<file path="src/hdl/puc_pkg.sv">
package puc_pkg;

   localparam int unsigned ValueW = 32;
   localparam int unsigned LevelW = 33;

   localparam logic signed [LevelW-1:0] LEVEL_ONE = 33'sh0_0100_0000;
   localparam logic signed [LevelW-1:0] LEVEL_MAX = 33'sh0_7FFF_FFFF;
   localparam logic signed [LevelW-1:0] LEVEL_MIN = -33'sh0_8000_0000;

   localparam logic [1:0] STATUS_FOUND      = 2'd0;
   localparam logic [1:0] STATUS_WRONG_SIDE = 2'd1;
   localparam logic [1:0] STATUS_NONE       = 2'd2;

   localparam logic CSR_DIFF_MODE    = 1'b0;
   localparam logic CSR_OVER_DENSITY = 1'b1;

   typedef enum logic [1:0] {
      KIND_DIRECT,
      KIND_HOLD,
      KIND_PAIR
   } kind_type;

   typedef struct packed {
      logic [ValueW-1:0] value;
      logic [ValueW-1:0] radius;
      logic              last;
      kind_type          kind;
   } item_type;

   typedef struct packed {
      logic [ValueW-1:0] radius;
      logic [1:0]        status;
   } result_type;

   typedef struct packed {
      logic empty;
      logic full;
   } q_status_type;

endpackage

</file>
<file path="src/hdl/puc_front.sv">
module puc_front (
   input  logic                   clock,
   input  logic                   reset,
   input  logic                   push,
   output logic                   full,
   input  logic [31:0]            value,
   input  logic [31:0]            radius,
   input  logic                   last,
   input  logic                   diff_mode,
   input  logic                   pop,
   output puc_pkg::q_status_type  q_status,
   output puc_pkg::item_type      head
);

   puc_pkg::item_type mem_ff [2];
   logic       wr_ptr_ff, wr_ptr_in;
   logic       rd_ptr_ff, rd_ptr_in;
   logic [1:0] count_ff, count_in;
   logic       held_ff, held_in;
   logic       do_push, do_pop;
   puc_pkg::item_type item;

   assign full = (count_ff == 2'd2);
   assign do_push = push && !full;
   assign do_pop = pop && (count_ff != 2'd0);
   assign q_status.empty = (count_ff == 2'd0);
   assign q_status.full = full;
   assign head = mem_ff[rd_ptr_ff];

   // classify: a differential point with nothing held only primes the pair
   always_comb begin
      item.value = value;
      item.radius = radius;
      item.last = last;
      if (!diff_mode) begin
         item.kind = puc_pkg::KIND_DIRECT;
      end else if (held_ff) begin
         item.kind = puc_pkg::KIND_PAIR;
      end else begin
         item.kind = puc_pkg::KIND_HOLD;
      end
   end

   always_comb begin
      wr_ptr_in = wr_ptr_ff;
      rd_ptr_in = rd_ptr_ff;
      count_in = count_ff;
      held_in = held_ff;
      if (do_push) begin
         wr_ptr_in = !wr_ptr_ff;
         held_in = !last;
      end
      if (do_pop) begin
         rd_ptr_in = !rd_ptr_ff;
      end
      if (do_push && !do_pop) begin
         count_in = count_ff + 2'd1;
      end else if (!do_push && do_pop) begin
         count_in = count_ff - 2'd1;
      end
   end

   always_ff @(posedge clock) begin
      if (reset) begin
         wr_ptr_ff <= 1'b0;
         rd_ptr_ff <= 1'b0;
         count_ff <= 2'd0;
         held_ff <= 1'b0;
      end else begin
         wr_ptr_ff <= wr_ptr_in;
         rd_ptr_ff <= rd_ptr_in;
         count_ff <= count_in;
         held_ff <= held_in;
      end
   end

   always_ff @(posedge clock) begin
      if (do_push) begin
         mem_ff[wr_ptr_ff] <= item;
      end
   end

endmodule

</file>
<file path="config.mk">
export PLATFORM = sky130hd
export DESIGN_NAME = puc_front
export DESIGN_NICKNAME = d
export VERILOG_FILES = /design/src/hdl/puc_pkg.sv /design/src/hdl/puc_front.sv
export SDC_FILE = /design/constraint.sdc
export NUM_CORES = 1
export LEC_CHECK = 0
export BUFFER_PORTS_ARGS = -buffer_cell sky130_fd_sc_hd__buf_2
export CAP_MARGIN = 40
export CORE_MARGIN = 2
export CORE_UTILIZATION = 30
export CTS_CLUSTER_DIAMETER = 120
export DETAILED_ROUTE_END_ITERATION = 10
export HOLD_SLACK_MARGIN = 0.03
export PLACE_DENSITY_LB_ADDON = 0.05
export SLEW_MARGIN = 20
export SYNTH_ARGS = -nofsm -noshare
export SYNTH_HDL_FRONTEND = slang
export SYNTH_SLANG_ARGS = --single-unit
</file>
<file path="constraint.sdc">
create_clock -name clock -period 3.5 [get_ports clock]
set_input_delay 0.35 -clock clock [delete_from_list [all_inputs] [get_ports clock]]
set_output_delay 0.35 -clock clock [all_outputs]
set_load 0.02 [all_outputs]
</file>
=== Yosys cells after proc, flatten, opt, wreduce, memory -nomap -nowiden ===
Memory sizes are Yosys's and may differ from the RTL's. A register that Yosys moved wholly into a read port is not among the register bits.
Index checks and enable logic that the tools add are counted.

* Output and inout port bits: 70
* Memories kept: 1
* Logic and storage cells: 29
* Bits in writable memories: 134
* Flip-flop bits (word level): 5
* Input bits: 70

* Reductions and logical operators: 13
* Mux-type cells: 8
* Eq/ne operators: 1
* Add/subtract/negate cells: 2

{| class="wikitable"
|+ Memory list
! name !! words !! bits a word !! read ports !! clocked after memory_dff !! write ports !! line !! source
|-
| mem_ff || 2 || 67 || 1 || 1 || 1 || puc_front.sv:15 || <nowiki>puc_pkg::item_type mem_ff [2];</nowiki>
|}

{| class="wikitable"
|+ Operators with widths
! kind !! number
|-
| 2-bit 2-to-1 mux || 4
|-
| 1-bit zero test || 6
|-
| 1-bit logical AND || 4
|-
| 1-bit 2-to-1 mux || 4
|-
| 2-bit nonzero test || 2
|-
| 2-bit by 1-bit adder with 2-bit output, second input constant || 1
|-
| 2-bit == test, second input constant || 1
|-
| 2-bit zero test || 1
|-
| 2-bit by 1-bit subtractor with 2-bit output, second input constant || 1
|}

=== Logic depth before layout (Yosys ltp) ===
* Word-level depth: 7
* Depth in mapped cells: 7
* Gate-level depth less buffers: 7

=== Worst setup path after synthesis ===
OpenSTA, ideal clock, no wires.

* Kind: reg-to-reg
* Start: reg count_ff[0]
* End: mem mem_ff[0][0] (netlist bit) (enable)
* Path buffers: 0
* Setup time: 421 ps
* Data required time: 3079 ps
* Arrival time: 2256 ps
* Clock period less this slack: 2677 ps
* Cell stages (with the launch flop): 5
* Path slack: 823 ps
* Path through: dfxtp_1 nand2b_2 inv_2 or3_1 inv_1

* Cells in the longest elaborated chain, start to end: 5

{| class="wikitable"
|+ RTL lines
! item !! line !! source
|-
| start: declaration || puc_front.sv:18 || <nowiki>logic [1:0] count_ff, count_in;</nowiki>
|-
| start signal: assignment || puc_front.sv:72 || <nowiki>count_ff <= count_in;</nowiki>
|-
| 2-bit == test || puc_front.sv:23 || <nowiki>assign full = (count_ff == 2'd2);</nowiki>
|-
| named net full || puc_front.sv:5 || <nowiki>output logic full,</nowiki>
|-
| 1-bit zero test || puc_front.sv:24 || <nowiki>assign do_push = push && !full;</nowiki>
|-
| 1-bit logical AND || puc_front.sv:24 ||
|-
| 1-bit 2-to-1 mux || puc_front.sv:78 || <nowiki>if (do_push) begin</nowiki>
|-
| 1-bit 2-to-1 mux (not written as such) || puc_front.sv:79 || <nowiki>mem_ff[wr_ptr_ff] <= item;</nowiki>
|-
| end: declaration || puc_front.sv:15 ||
|}

The timed path passes the listed nets, and every way through them passes these cells.

==> reports/summary.txt <==
DRT Pass-1 Iters: 4
P_leak: 0.00245 uW
Post-synthesis compound-gate area fraction: 0.737%
Row Count: 47
Root Driver: clkbuf_16
Reg-to-reg setup timing slack: 1430 ps
Initial antenna violation count: 0
Initial Utilization: 30.7%
Worst-path clk slew: 60 ps
Cts repair resizes: 0
Synth unique cells: 18
Leading area contributor after synthesis: edfxtp_1
Hold Violations, Final: 0
Startpoint Class: flop
Slew @ Worst Pin: 642 ps
Largest family of logic cells by synthesized area: multiplexers
Peak VDD IR: 0.362 mV
Hold path cells: 1
CTS tree: yes
Ant. Diodes: 0
Post-synth top area share: 79.0%
Synth cell count leaders: edfxtp_1, mux2_2, dfxtp_1
Synth Warn #: 0
Xor and xnor fraction of the mapped netlist area: 0.516%
HP Start: radius[30]
Adder-cell share of the synthesized area: 0.246%
Nets@finish: 464
Detailed Route Iter0 Violations: 113
Final setup fails: 0
Main area contributors after synthesis: edfxtp_1, mux2_2, dfxtp_1
DR DRC count: 0
Slew headroom: 57.2%
GPL Wtd Cong: 0.635
Half-perimeter wire length after placement: 6140 um
Hold crit path type: in -> reg
Crit-path cells: buf_12, mux2_2, buf_2
Max-cap viol count: 0
Clock Latency Late Sink: 410 ps
Final worst setup slack: 1140 ps
Final wirelength: 9930 um
Synth Flop Type: edfxtp_1
Worst r2r dst: mem_ff[0][26]$_DFFE_PP_
Worst reg2reg path depth: 5
Register area share after synthesis: 81.3%
Vias per cell: 4.26
Max stage delay on crit path: 770 ps
Final Max Tran Viols: 0
FF+latch count, synth: 140
Grt ovf: 0
CP Data Arrival Time: 2010 ps
Vias: 2662
Post-synth EDFFs: 134
Critical Path RT: 3150 ps
Crit. End Element: primary output
Area of the multi-input gates: 895 um2
Setup repair bufs after CTS: 0
WL per Instance: 15.9 um
Die H: 134 um
Minimum clock period: 2360 ps
CTS Sinks: 140
First-pass GRT wire length: 15000 um
Critical path class: reg -> out
Worst Skew: 5.67 ps
Post-synthesis mux area share: 14.8%
Cell Pwr Density: 773 nW/um2
RSZ-0062 raised after global routing: no
Post-synthesis simple-gate area fraction: 1.15%
GRT Overall Usage: 11.4%
Syn nets: 311
Setup Total Neg Slack: 0 ps
CTS buffer count: 17
Fmax: 423 MHz
Outcome: complete, no violations
Clk buf depth: 2
Die area: 18000 um2
# hold bufs at CTS: 0
Fillers: 1586
Io pins: 140
R2R Path Start: count_ff[0]$_SDFFE_PP0P_
Worst-path maximum fanout: 42
Synth-to-Final Area Change: 29.5%
Mapped Avg Cell Area: 21.2 um2
Post-placement setup slack: 1380 ps
IO Port Bufs: 139
Mapped Area: 5090 um2
Core ar.: 16600 um2
H-tree depth: 4
Final ANT Viol Nets: 0
Final non-filler cell total: 625
Inst Count DP: 594
Die X: 134 um
Layout cells sized above 1: 59.0%
Most numerous cell in the Yosys netlist: edfxtp_1
CP max stage cell: dfxtp_4
Synth Instances: 240
Period utilisation layout: 67.5%
Post-synthesis async set-or-reset flop share: 0%
FF/Latch Area: 4150 um2
Vias in the first global route: 2820
Hold Path Sink: mem_ff[0][33]$_DFFE_PP_
Largest net degree at the start of global routing: 49
==> area by class of cell <==
| class | count | area share [%] |
|---|---|---|
| inverters | 3 | 0.171 |
| multi-input cells | 89 | 13.6 |
| clock buffers | 18 | 6.50 |
| clock inverters | 13 | 1.27 |
| flip-flops and latches | 140 | 62.9 |
| repair buffers | 142 | 11.5 |
| well taps | 220 | 4.17 |
==> state kept, by name (all words and copies together) (netlist names), named ones only <==
signal,cells
held_ff,1
rd_ptr_ff,1
count_ff,2
wr_ptr_ff,1
mem_ff,134
==> worst max path at each step <==
stage	slack [ps]	start	to
2_1_floorplan	820	count_ff[0]$_SDFFE_PP0P_	mem_ff[0][0]$_DFFE_PP_
3_5_place_dp	1380	count_ff[0]$_SDFFE_PP0P_	mem_ff[0][48]$_DFFE_PP_
4_1_cts	1070	flop	head[36]
3_3_place_gp	1390	count_ff[0]$_SDFFE_PP0P_	mem_ff[0][8]$_DFFE_PP_
5_1_grt	1020	flop	head[63]
6_report	1140	flop	head[63]
==> report_power, final <==
part	internal, uW	total, uW	leakage (uW)	switching, uW
registers	2110	2240	0.00130	127
logic	535	1290	0.000892	758
clock network	948	1570	0.000260	624
total	3590	5100	0.00245	1510
==> worst max-delay path: cells and delay by family, from the launching register on <==
kind / cells / cell delay [ps]
buf+inv: 2 / 440
flops: 1 / 770
mux: 1 / 360
==> cells by family after synthesis <==
logic type | Yosys count
flops | 140
buf+inv | 11
fa+ha+maj | 1
compound gates | 7
xor+xnor | 3
mux | 67
simple gates | 11
==> cell usage in the layout, fill, tap and decap left out, types with 2 or more instances in the layout <==
cell       netlist  routed
edfxtp_1       134     134
buf_2            4     139
mux2_2          67      67
nor2_1           5       5
a21oi_1          3       3
or3_1            2       2
clkinv_1         0       5
dfxtp_1          6       5
inv_2            1       2
clkbuf_16        0      17
buf_12           0       3
xor2_1           3       3
o21ai_0          3       3
clkinv_2         0       7
==> per-stage QoR <==
stage	util (%)	hold WS [ps]	instance area (um2)	power (uW)
3_3_place_gp	36.4	483	6040	3580
6_report	39.8	125	6600	5100
3_5_place_dp	36.7	488	6080	3610
4_1_cts	39.8	102	6600	5210
5_1_grt	39.8	98.3	6600	5360
2_1_floorplan	-	419	5090	3140
==> per-layer routing <==
layer | wire length [um] | GRT usage (%)
met2 | 4920 | 18.5
met1 | 4020 | 12.8
met3 | 841 | 5.78
met5 | 0 | 0
met4 | 143 | 4.56
Note: power is estimated with default switching activity, not from simulation.
