==> config.mk <==
export PLATFORM = sky130hd
export DESIGN_NAME = puc_out_q
export DESIGN_NICKNAME = d
export VERILOG_FILES = /design/src/hdl/puc_pkg.sv /design/src/hdl/puc_out_q.sv
export SDC_FILE = /design/constraint.sdc
export NUM_CORES = 1
export LEC_CHECK = 0
export BUFFER_PORTS_ARGS = -buffer_cell sky130_fd_sc_hd__buf_2
export CAP_MARGIN = 20
export CORE_ASPECT_RATIO = 0.75
export CORE_MARGIN = 4
export CORE_UTILIZATION = 51
export DETAILED_ROUTE_END_ITERATION = 8
export GPL_TIMING_DRIVEN = 0
export PLACE_DENSITY = 0.79
export SYNTH_ARGS = -nofsm -noshare
export SYNTH_HDL_FRONTEND = slang
export SYNTH_SLANG_ARGS = --single-unit
==> constraint.sdc <==
create_clock -name clock -period 2.3 [get_ports clock]
set_input_delay 0.23 -clock clock [delete_from_list [all_inputs] [get_ports clock]]
set_output_delay 0.23 -clock clock [all_outputs]
set_load 0.05 [all_outputs]
==> src/hdl/puc_pkg.sv <==
package puc_pkg;

   localparam int unsigned ValueW = 32;
   localparam int unsigned LevelW = 33;

   localparam logic signed [LevelW-1:0] LEVEL_ONE = 33'sh0_0100_0000;
   localparam logic signed [LevelW-1:0] LEVEL_MAX = 33'sh0_7FFF_FFFF;
   localparam logic signed [LevelW-1:0] LEVEL_MIN = -33'sh0_8000_0000;

   localparam logic [1:0] STATUS_FOUND      = 2'd0;
   localparam logic [1:0] STATUS_WRONG_SIDE = 2'd1;
   localparam logic [1:0] STATUS_NONE       = 2'd2;

   localparam logic CSR_DIFF_MODE    = 1'b0;
   localparam logic CSR_OVER_DENSITY = 1'b1;

   typedef enum logic [1:0] {
      KIND_DIRECT,
      KIND_HOLD,
      KIND_PAIR
   } kind_type;

   typedef struct packed {
      logic [ValueW-1:0] value;
      logic [ValueW-1:0] radius;
      logic              last;
      kind_type          kind;
   } item_type;

   typedef struct packed {
      logic [ValueW-1:0] radius;
      logic [1:0]        status;
   } result_type;

   typedef struct packed {
      logic empty;
      logic full;
   } q_status_type;

endpackage

==> src/hdl/puc_out_q.sv <==
module puc_out_q (
   input  logic                  clock,
   input  logic                  reset,
   input  logic                  push,
   input  puc_pkg::result_type   data,
   output logic                  full,
   output logic                  empty,
   input  logic                  pop,
   output puc_pkg::result_type   head
);

   puc_pkg::result_type mem_ff [2];
   logic       wr_ptr_ff, wr_ptr_in;
   logic       rd_ptr_ff, rd_ptr_in;
   logic [1:0] count_ff, count_in;
   logic       do_push, do_pop;

   assign full = (count_ff == 2'd2);
   assign empty = (count_ff == 2'd0);
   assign do_push = push && !full;
   assign do_pop = pop && !empty;
   assign head = mem_ff[rd_ptr_ff];

   always_comb begin
      wr_ptr_in = do_push ? !wr_ptr_ff : wr_ptr_ff;
      rd_ptr_in = do_pop ? !rd_ptr_ff : rd_ptr_ff;
      count_in = count_ff;
      if (do_push && !do_pop) begin
         count_in = count_ff + 2'd1;
      end else if (!do_push && do_pop) begin
         count_in = count_ff - 2'd1;
      end
   end

   always_ff @(posedge clock) begin
      if (reset) begin
         wr_ptr_ff <= 1'b0;
         rd_ptr_ff <= 1'b0;
         count_ff <= 2'd0;
      end else begin
         wr_ptr_ff <= wr_ptr_in;
         rd_ptr_ff <= rd_ptr_in;
         count_ff <= count_in;
      end
   end

   always_ff @(posedge clock) begin
      if (do_push) begin
         mem_ff[wr_ptr_ff] <= data;
      end
   end

endmodule

=== Word-level counts from Yosys, hierarchy flattened ===
Memories as Yosys holds them, arrays and structs flattened. A register that Yosys moved wholly into a read port is not among the register bits.
Cells that the tools add are included.

* Word-level logic and storage cells: 25
* Memory bits (writable): 68
* Bits in latches: 0
* Register bits after elaboration: 4
* Input port bits: 38
* Bits in read-only memories: 0
* Memories: 1

* $mul: 0
* Divide/modulo/power cells: 0
* Shifts and indexed selects: 0
* Reduce and logical (&&, ||, !) cells: 12
* Equality and inequality tests: 1
* Bitwise gates (word level): 0
* Muxes and demuxes: 6
* Magnitude comparators: 0
* Add/sub/neg operators: 2

{| class="wikitable"
|+ Memories
! name !! depth !! width !! rd ports !! clocked after Yosys merged registers in !! write ports !! RTL line !! RTL
|-
| mem_ff || 2 || 34 || 1 || 1 || 1 || puc_out_q.sv:12 || <nowiki>puc_pkg::result_type mem_ff [2];</nowiki>
|}

{| class="wikitable"
|+ Operator list
! kind !! number
|-
| 1-bit logical NOT || 6
|-
| 1-bit logical AND || 4
|-
| 1-bit two-way mux || 4
|-
| 2-bit two-way mux || 2
|-
| 2-bit by 1-bit adder with 2-bit output (second input constant) || 1
|-
| 2-bit equality test (second input constant) || 1
|-
| 2-bit logical NOT || 1
|-
| 2-bit nonzero test || 1
|-
| 2-bit by 1-bit subtractor with 2-bit output (second input constant) || 1
|}

=== Depth between registers and ports, before layout ===
Gate-level depths: netlist of the first run.

* Word-level depth: 7
* Mapped depth: 6
* Depth with buffers taken out: 6

=== Least setup slack after synthesis of the first run ===
Ideal clock, no wire load.

* Path type: reg-to-reg
* Start point: register count_ff[1]
* End point: memory mem_ff[0][0] in the netlist's numbering, enable pin
* Arrival: 1.602 ns
* Setup slack: 0.309 ns
* Period minus slack after synthesis: 1.991 ns
* Data required time: 1.911 ns
* Setup time: 0.389 ns
* Buffers on the path: 0
* Cell stages (with the launch flop): 4
* Cell sequence: dfxtp_1 nor2b_2 or3_1 inv_1

* Word-level cells in the longest chain between the ends: 5

{| class="wikitable"
|+ Ends and longest elaborated chain
! item !! RTL line !! RTL
|-
| start, declared || puc_out_q.sv:15 || <nowiki>logic [1:0] count_ff, count_in;</nowiki>
|-
| start signal, assigned || puc_out_q.sv:43 || <nowiki>count_ff <= count_in;</nowiki>
|-
| 2-bit equality test || puc_out_q.sv:18 || <nowiki>assign full = (count_ff == 2'd2);</nowiki>
|-
| via full || puc_out_q.sv:6 || <nowiki>output logic full,</nowiki>
|-
| 1-bit logical NOT || puc_out_q.sv:20 || <nowiki>assign do_push = push && !full;</nowiki>
|-
| 1-bit logical AND || puc_out_q.sv:20 ||
|-
| 1-bit two-way mux || puc_out_q.sv:48 || <nowiki>if (do_push) begin</nowiki>
|-
| 1-bit two-way mux (not written as such) || puc_out_q.sv:49 || <nowiki>mem_ff[wr_ptr_ff] <= data;</nowiki>
|-
| end, declared || puc_out_q.sv:12 ||
|}

The timed path passes the listed nets, and every way through them passes these cells.

=== Worst setup path after layout of the first run ===
* Start point: register count_ff[0]
* End point: memory mem_ff[0][31] in the netlist's numbering, enable pin

* Word-level cells in the longest chain between the ends: 5

{| class="wikitable"
|+ Ends and longest elaborated chain
! item !! RTL line
|-
| 2-bit equality test || puc_out_q.sv:18
|-
| 1-bit logical NOT || puc_out_q.sv:20
|-
| 1-bit logical AND || puc_out_q.sv:20
|-
| 1-bit two-way mux || puc_out_q.sv:48
|-
| 1-bit two-way mux (not written as such) || puc_out_q.sv:49
|}

No other way between the ends.

==> impl_results.md, run 1 <==
* Status: finished clean
* # Max-Cap Violations at 0
* Average wire per standard cell at 15.4 um
* Count of hold-fix buffers inserted at cts at 0
* Area delta synth->final at 26.5%
* First-pass GRT wire length at 7250 um
* Number of synthesized flops with an enable pin at 68
* Yosys warns at 0
* Worst EP required at 2.34 ns
* Slew @ Worst Pin at 0.830 ns
* Post-Syn Area per Cell at 20.4 sq um
* Count of different cell masters after synthesis at 14
* Crit Path Max Fanout at 18
* Clk sinks at 73
* Port Buffers at 73
* Vias per cell at 4.88
* Mapped Cells at 131
* Die Span Y at 70.6 um
* Overall Power at 4.43 mW
* Post-synthesis sequential area ratio at 0.803
* Iteration-0 DRC Markers at 41
* Final setup fails at 0
* Non-filler cells, final at 293
* H-tree depth at 3
* GRT Total Usage at 0.152
* Post-route clock period utilization at 0.863
* Fmax at 504 MHz
* Leak at 1.29 nW
* Mapped cell area at 0.00267 sq mm
* Dpl ws at 0.296 ns
* Share of cells above drive strength 1 at 0.584
* Final #Nets at 255
* Ys async rst share at 0
* VDD IR max at 801 uV
* Setup bufs post-CTS at 0
* CTS tree: yes
* Ports at 74
* Skew-Pair Late Insertion Delay at 0.34 ns
* CP Launch Type: flip-flop
* Reg clk slew, reported paths at 0.08 ns
* Vias at 1429
* # rows at 22
* Total grt overflow at 0
* Total Wirelength at 4510 um
* RSZ-0062 raised after global routing: no
* #FFs+latches synth at 73
* CP Capture Type: flip-flop
* Clock buffer depth at 2
* Crit-path slowest cell: inv_1
* Slowest cell delay on critical path at 0.57 ns
* DP HPWL at 3070 um
* # diodes at 0
* Worst-path cell chain: nor2b_2 > or3_1 > inv_1 > buf_16
* Fin Clk Skew at 0.00941 ns
* # resized after CTS at 0
* DR pass1 iterations at 4
* Routed Antenna Nets at 0
* Crit Path Class: reg -> reg
* Worst min path class: in -> reg
* Clk root buf: clkbuf_8
* Pwr/cell area at 1310 mW/mm^2
* Mapped Nets at 170
* Fillers at 359
* Final Hold Viols at 0
* Vias in the first global route at 1498
* RD Place Congestion at 0.754
* Worst EP arrival at 2.03 ns
* Util after Layout at 0.677
* # DRC at 0
* Post-synth top flop: edfxtp_1
* Die W at 91.5 um
* Min Tclk post-route at 1.99 ns
* Area of the core at 0.00498 sq mm
* Post-route worst setup slack at 0.315 ns
* CTS buffer count at 9
* Dpl cells at 277
* Largest net degree at the start of global routing at 35
* Starting Density at 0.535
* Worst rel slew slack at 0.447
* Initial antenna violation count at 0
* Fin. max-slew vios at 0
* Die ar. at 0.00646 sq mm
-- flip-flops by register name (all words and copies together), names as in the netlist, named ones only --
name	count
count_ff	2
mem_ff	68
rd_ptr_ff	1
wr_ptr_ff	1
-- metal layers --
metal / global-route usage / part of all wire / vias to the layer above
met2: 0.229 / 0.48 / 61
met1: 0.190 / 0.42 / 690
met4: 0.0502 / 0.0087 / 0
met3: 0.0808 / 0.092 / 5
met5: 0 / 0 / -
li1: - / - / 673
-- path summary, 6_finish.rpt --
check        cells past startpoint   startpoint             to  slack (ns)
min reg2reg                      2    wr_ptr_ff      wr_ptr_ff        0.50
max reg2reg                      4  count_ff[0]  mem_ff[0][31]        0.31
max                              4  count_ff[0]  mem_ff[0][31]        0.31
min                              1     data[10]  mem_ff[0][10]        0.07
-- worst max-delay path, delay by kind of cell (launching register included) --
family	cells	cell delay, ns
buf+inv	2	0.81
simple gates	2	0.42
flops	1	0.45
-- metrics by stage --
stage	setup TNS, ns	hold slack (ns)	area, sq um
after floorplan	0	0.299	2670
after global placement	-0.0177	0.417	3120
after detailed placement	0	0.421	3150
after CTS	0	0.0544	3370
after global routing	0	0.0493	3370
final	0	0.0744	3370
-- power by group --
group	internal, mW	switching (mW)	total [mW]
logic	0.465	1.15	1.61
registers	1.67	0.0560	1.73
clock network	0.638	0.444	1.08
-- area by class of cell --
type / instances / area [sq um] / share of cell area
Buffer: 4 / 25.0 / 0.00742
Clock buffer: 11 / 141 / 0.0419
Clock inverter: 5 / 80.1 / 0.0237
Inverter: 2 / 7.51 / 0.00223
Multi-Input combinational cell: 52 / 494 / 0.147
Sequential cell: 73 / 2140 / 0.635
Tap cell: 72 / 90.1 / 0.0267
Timing Repair Buffer: 74 / 393 / 0.116
-- cell usage after synthesis, types with 2 or more instances --
cell type,count,area share
a21oi_1,2,0.0038
buf_2,2,0.0038
buf_4,2,0.0056
dfxtp_1,5,0.038
edfxtp_1,68,0.77
inv_1,2,0.0028
mux2_2,34,0.14
nor2_1,5,0.0070
o21ai_0,3,0.0056
or3_1,2,0.0047
xor2_1,3,0.0099
-- cells by family after synthesis --
family          count (synthesis)  synth area share
simple gates                    9            0.0174
compound gates                  5           0.00938
xor+xnor                        3           0.00985
buf+inv                         6            0.0122
mux                            34             0.144
fa+ha+maj                       1           0.00469
flops                          73             0.803
-- placed cells by master, fill, tap and decap left out --
| cell type | count |
|---|---|
| buf_2 | 75 |
| edfxtp_1 | 68 |
| mux2_2 | 34 |
| clkbuf_8 | 10 |
| nor2_1 | 5 |
| dfxtp_1 | 5 |
| o21ai_0 | 3 |
| xor2_1 | 3 |
| inv_1 | 2 |
| buf_4 | 2 |
| or3_1 | 2 |
| a21oi_1 | 2 |
| bufinv_16 | 2 |
| clkinvlp_4 | 2 |
| nor2b_2 | 1 |
| and2_2 | 1 |
| ha_1 | 1 |
| clkinv_2 | 1 |
| clkbuf_1 | 1 |
| buf_16 | 1 |
No activity file was read; power rests on OpenSTA's default activity.
==> run 2: changes to the inputs <==
- PLACE_DENSITY: 0.79 -> 0.78
==> run 2 against run 1 <==
Compared with the run above:
- clock skew down 0.0022 ns
- final cell count unchanged
- maximum frequency is 3.8% higher
- clock-buffer cell count is 1 lower
- hold slack gained 0.0018 ns
- via count fell by 0.49%
- sequential cell count unchanged
- largest cell class unchanged
==> impl_results.md, run 2 (synthesis results as in run 1) <==
* H-tree depth at 3 (unchanged)
* Worst min path class: in -> reg (unchanged)
* Area of the multi-input gates at 494 sq um (unchanged)
* Worst Hold Launch: data[4] (was data[10])
* Total Wirelength at 4340 um (was 4510 um)
* Crit Path Max Fanout at 21 (was 18)
* Post-DP Area at 0.00315 sq mm (unchanged)
* Pwr/cell area at 1330 mW/mm^2 (was 1310 mW/mm^2)
* Initial antenna violation count at 0 (unchanged)
* Area delta synth->final at 26.9% (was 26.5%)
* Area of the core at 0.00498 sq mm (unchanged)
* # resized after CTS at 0 (unchanged)
* # rows at 22 (unchanged)
* Worst EP required at 2.34 ns (about the same)
* Largest regs: mem_ff (68), count_ff (2) (unchanged)
* Reg2Reg Setup Slack at 0.39 ns (was 0.31 ns)
* First-pass GRT wire length at 6930 um (was 7250 um)
* Fmax at 523 MHz (was 504 MHz)
* Finished Cell Area at 0.00339 sq mm (was 0.00337 sq mm)
* CP Launch Type: flip-flop (unchanged)
* CTS tree: yes (unchanged)
* Util after Layout at 0.680 (was 0.677)
* Fin. max-slew vios at 0 (unchanged)
* Vias per cell at 4.85 (was 4.88)
* Share of cells above drive strength 1 at 0.575 (was 0.584)
* Status: finished clean (unchanged)
* Fin Clk Skew at 0.00718 ns (was 0.00941 ns)
* Fillers at 366 (was 359)
* Min Tclk post-route at 1.91 ns (was 1.99 ns)
* Vias in the first global route at 1432 (was 1498)
* Port Buffers at 73 (unchanged)
* Worst r2r src: count_ff[0] (unchanged)
* # diodes at 0 (unchanged)
* Hold Crit Depth at 1 (unchanged)
* Starting Density at 0.535 (unchanged)
* Skew-Pair Late Insertion Delay at 0.34 ns (about the same)
* Clk sinks at 73 (unchanged)
* Final #Nets at 255 (unchanged)
* Iteration-0 DRC Markers at 42 (was 41)
* Final setup fails at 0 (unchanged)
* Crit Path Class: reg -> reg (unchanged)
* Storage cell area at 0.00214 sq mm (unchanged)
* DR pass1 iterations at 3 (was 4)
* Overall Power at 4.49 mW (was 4.43 mW)
* Largest reg by FF count: mem_ff (unchanged)
* Slew @ Worst Pin at 0.818 ns (was 0.830 ns)
* # DRC at 0 (unchanged)
* Die W at 91.5 um (unchanged)
* Post-route clock period utilization at 0.832 (was 0.863)
* RSZ-0062 raised after global routing: no (unchanged)
* Number of flip-flops in the largest register at 68 (unchanged)
* Leak at 1.30 nW (was 1.29 nW)
* Total grt overflow at 0 (unchanged)
* Worst EP arrival at 1.95 ns (was 2.03 ns)
* Worst rel slew slack at 0.455 (was 0.447)
* Final Hold Viols at 0 (unchanged)
* Ports at 74 (unchanged)
* Clk root buf: clkbuf_8 (unchanged)
* Routed Antenna Nets at 0 (unchanged)
* WHS at 0.0762 ns (was 0.0744 ns)
* GRT Total Usage at 0.147 (was 0.152)
* Clock buffer depth at 2 (unchanged)
* Average wire per standard cell at 14.8 um (was 15.4 um)
* CP Capture Type: flip-flop (unchanged)
* DP HPWL at 2930 um (was 3070 um)
* Crit path from: count_ff[0] (unchanged)
* Setup tns final at 0 ns (unchanged)
* Count of hold-fix buffers inserted at cts at 0 (unchanged)
* Worst-case reg-to-reg path depth at 4 (unchanged)
* VDD IR max at 774 uV (was 801 uV)
* # Max-Cap Violations at 0 (unchanged)
* Reg clk slew, reported paths at 0.07 ns (was 0.08 ns)
* Largest net degree at the start of global routing at 35 (unchanged)
* Die ar. at 0.00646 sq mm (unchanged)
* Die Span Y at 70.6 um (unchanged)
* Setup bufs post-CTS at 0 (unchanged)
* Reg-to-reg endpoint: mem_ff[0][15] (was mem_ff[0][31])
* Most common cell after layout, fill and taps aside: buf_2 (unchanged)
* Most frequent cells in the layout: 75 x buf_2, 68 x edfxtp_1, 34 x mux2_2 (unchanged)
* WHS Endpoint: mem_ff[1][4] (was mem_ff[0][10])
* RD Place Congestion at 0.749 (was 0.754)
* Vias at 1422 (was 1429)
* CTS buffer count at 9 (unchanged)
run 2: cell types whose count changed in the layout (fill, tap and decap cells not counted), sizes merged:
cell and delta:
bufinv +1, clkbuf -1, clkinv +2, clkinvlp -2
run 2: cell type report:
cell class	instances	share of cell area
plain buffers	4	0.00739
clock buffers	10	0.0377
clock inverters	6	0.0314
inverters	2	0.00222
multi-input cells	52	0.146
flip-flops and latches	73	0.633
well taps	72	0.0266
repair buffers	74	0.116
run 2: metal layers:
layer	track usage	wire, um
met4	0.0401	51
met2	0.215	1930
met1	0.178	1890
met3	0.0999	468
met5	0	0
run 2: metrics by stage:
stage,instances,setup slack (ns)
6_report,293,0.387
5_1_grt,293,0.270
4_1_cts,293,0.352
3_5_place_dp,277,0.381
3_3_place_gp,276,0.0118
2_1_floorplan,131,0.309
run 2: power by group:
part / total [mW] / leakage (nW) / internal, mW / switching (mW)
clock network: 1.15 / 0.116 / 0.715 / 0.435
registers: 1.73 / 0.676 / 1.67 / 0.0527
logic: 1.61 / 0.505 / 0.465 / 1.15
run 2: critical path, stage by stage, from the launching register on:
cell	delay, ns
dfxtp_1	0.44
nor2b_2	0.09
or3_1	0.34
inv_1	0.49
buf_16	0.25
run 2: how the worst max path moves through the flow:
stage,to,slack [ns]
detailed placement,mem_ff[0][6],0.38
global placement,mem_ff[1][20],0.01
global route,mem_ff[0][24],0.27
floorplan,mem_ff[0][0],0.31
CTS,head[5],0.35
finish,mem_ff[0][15],0.39
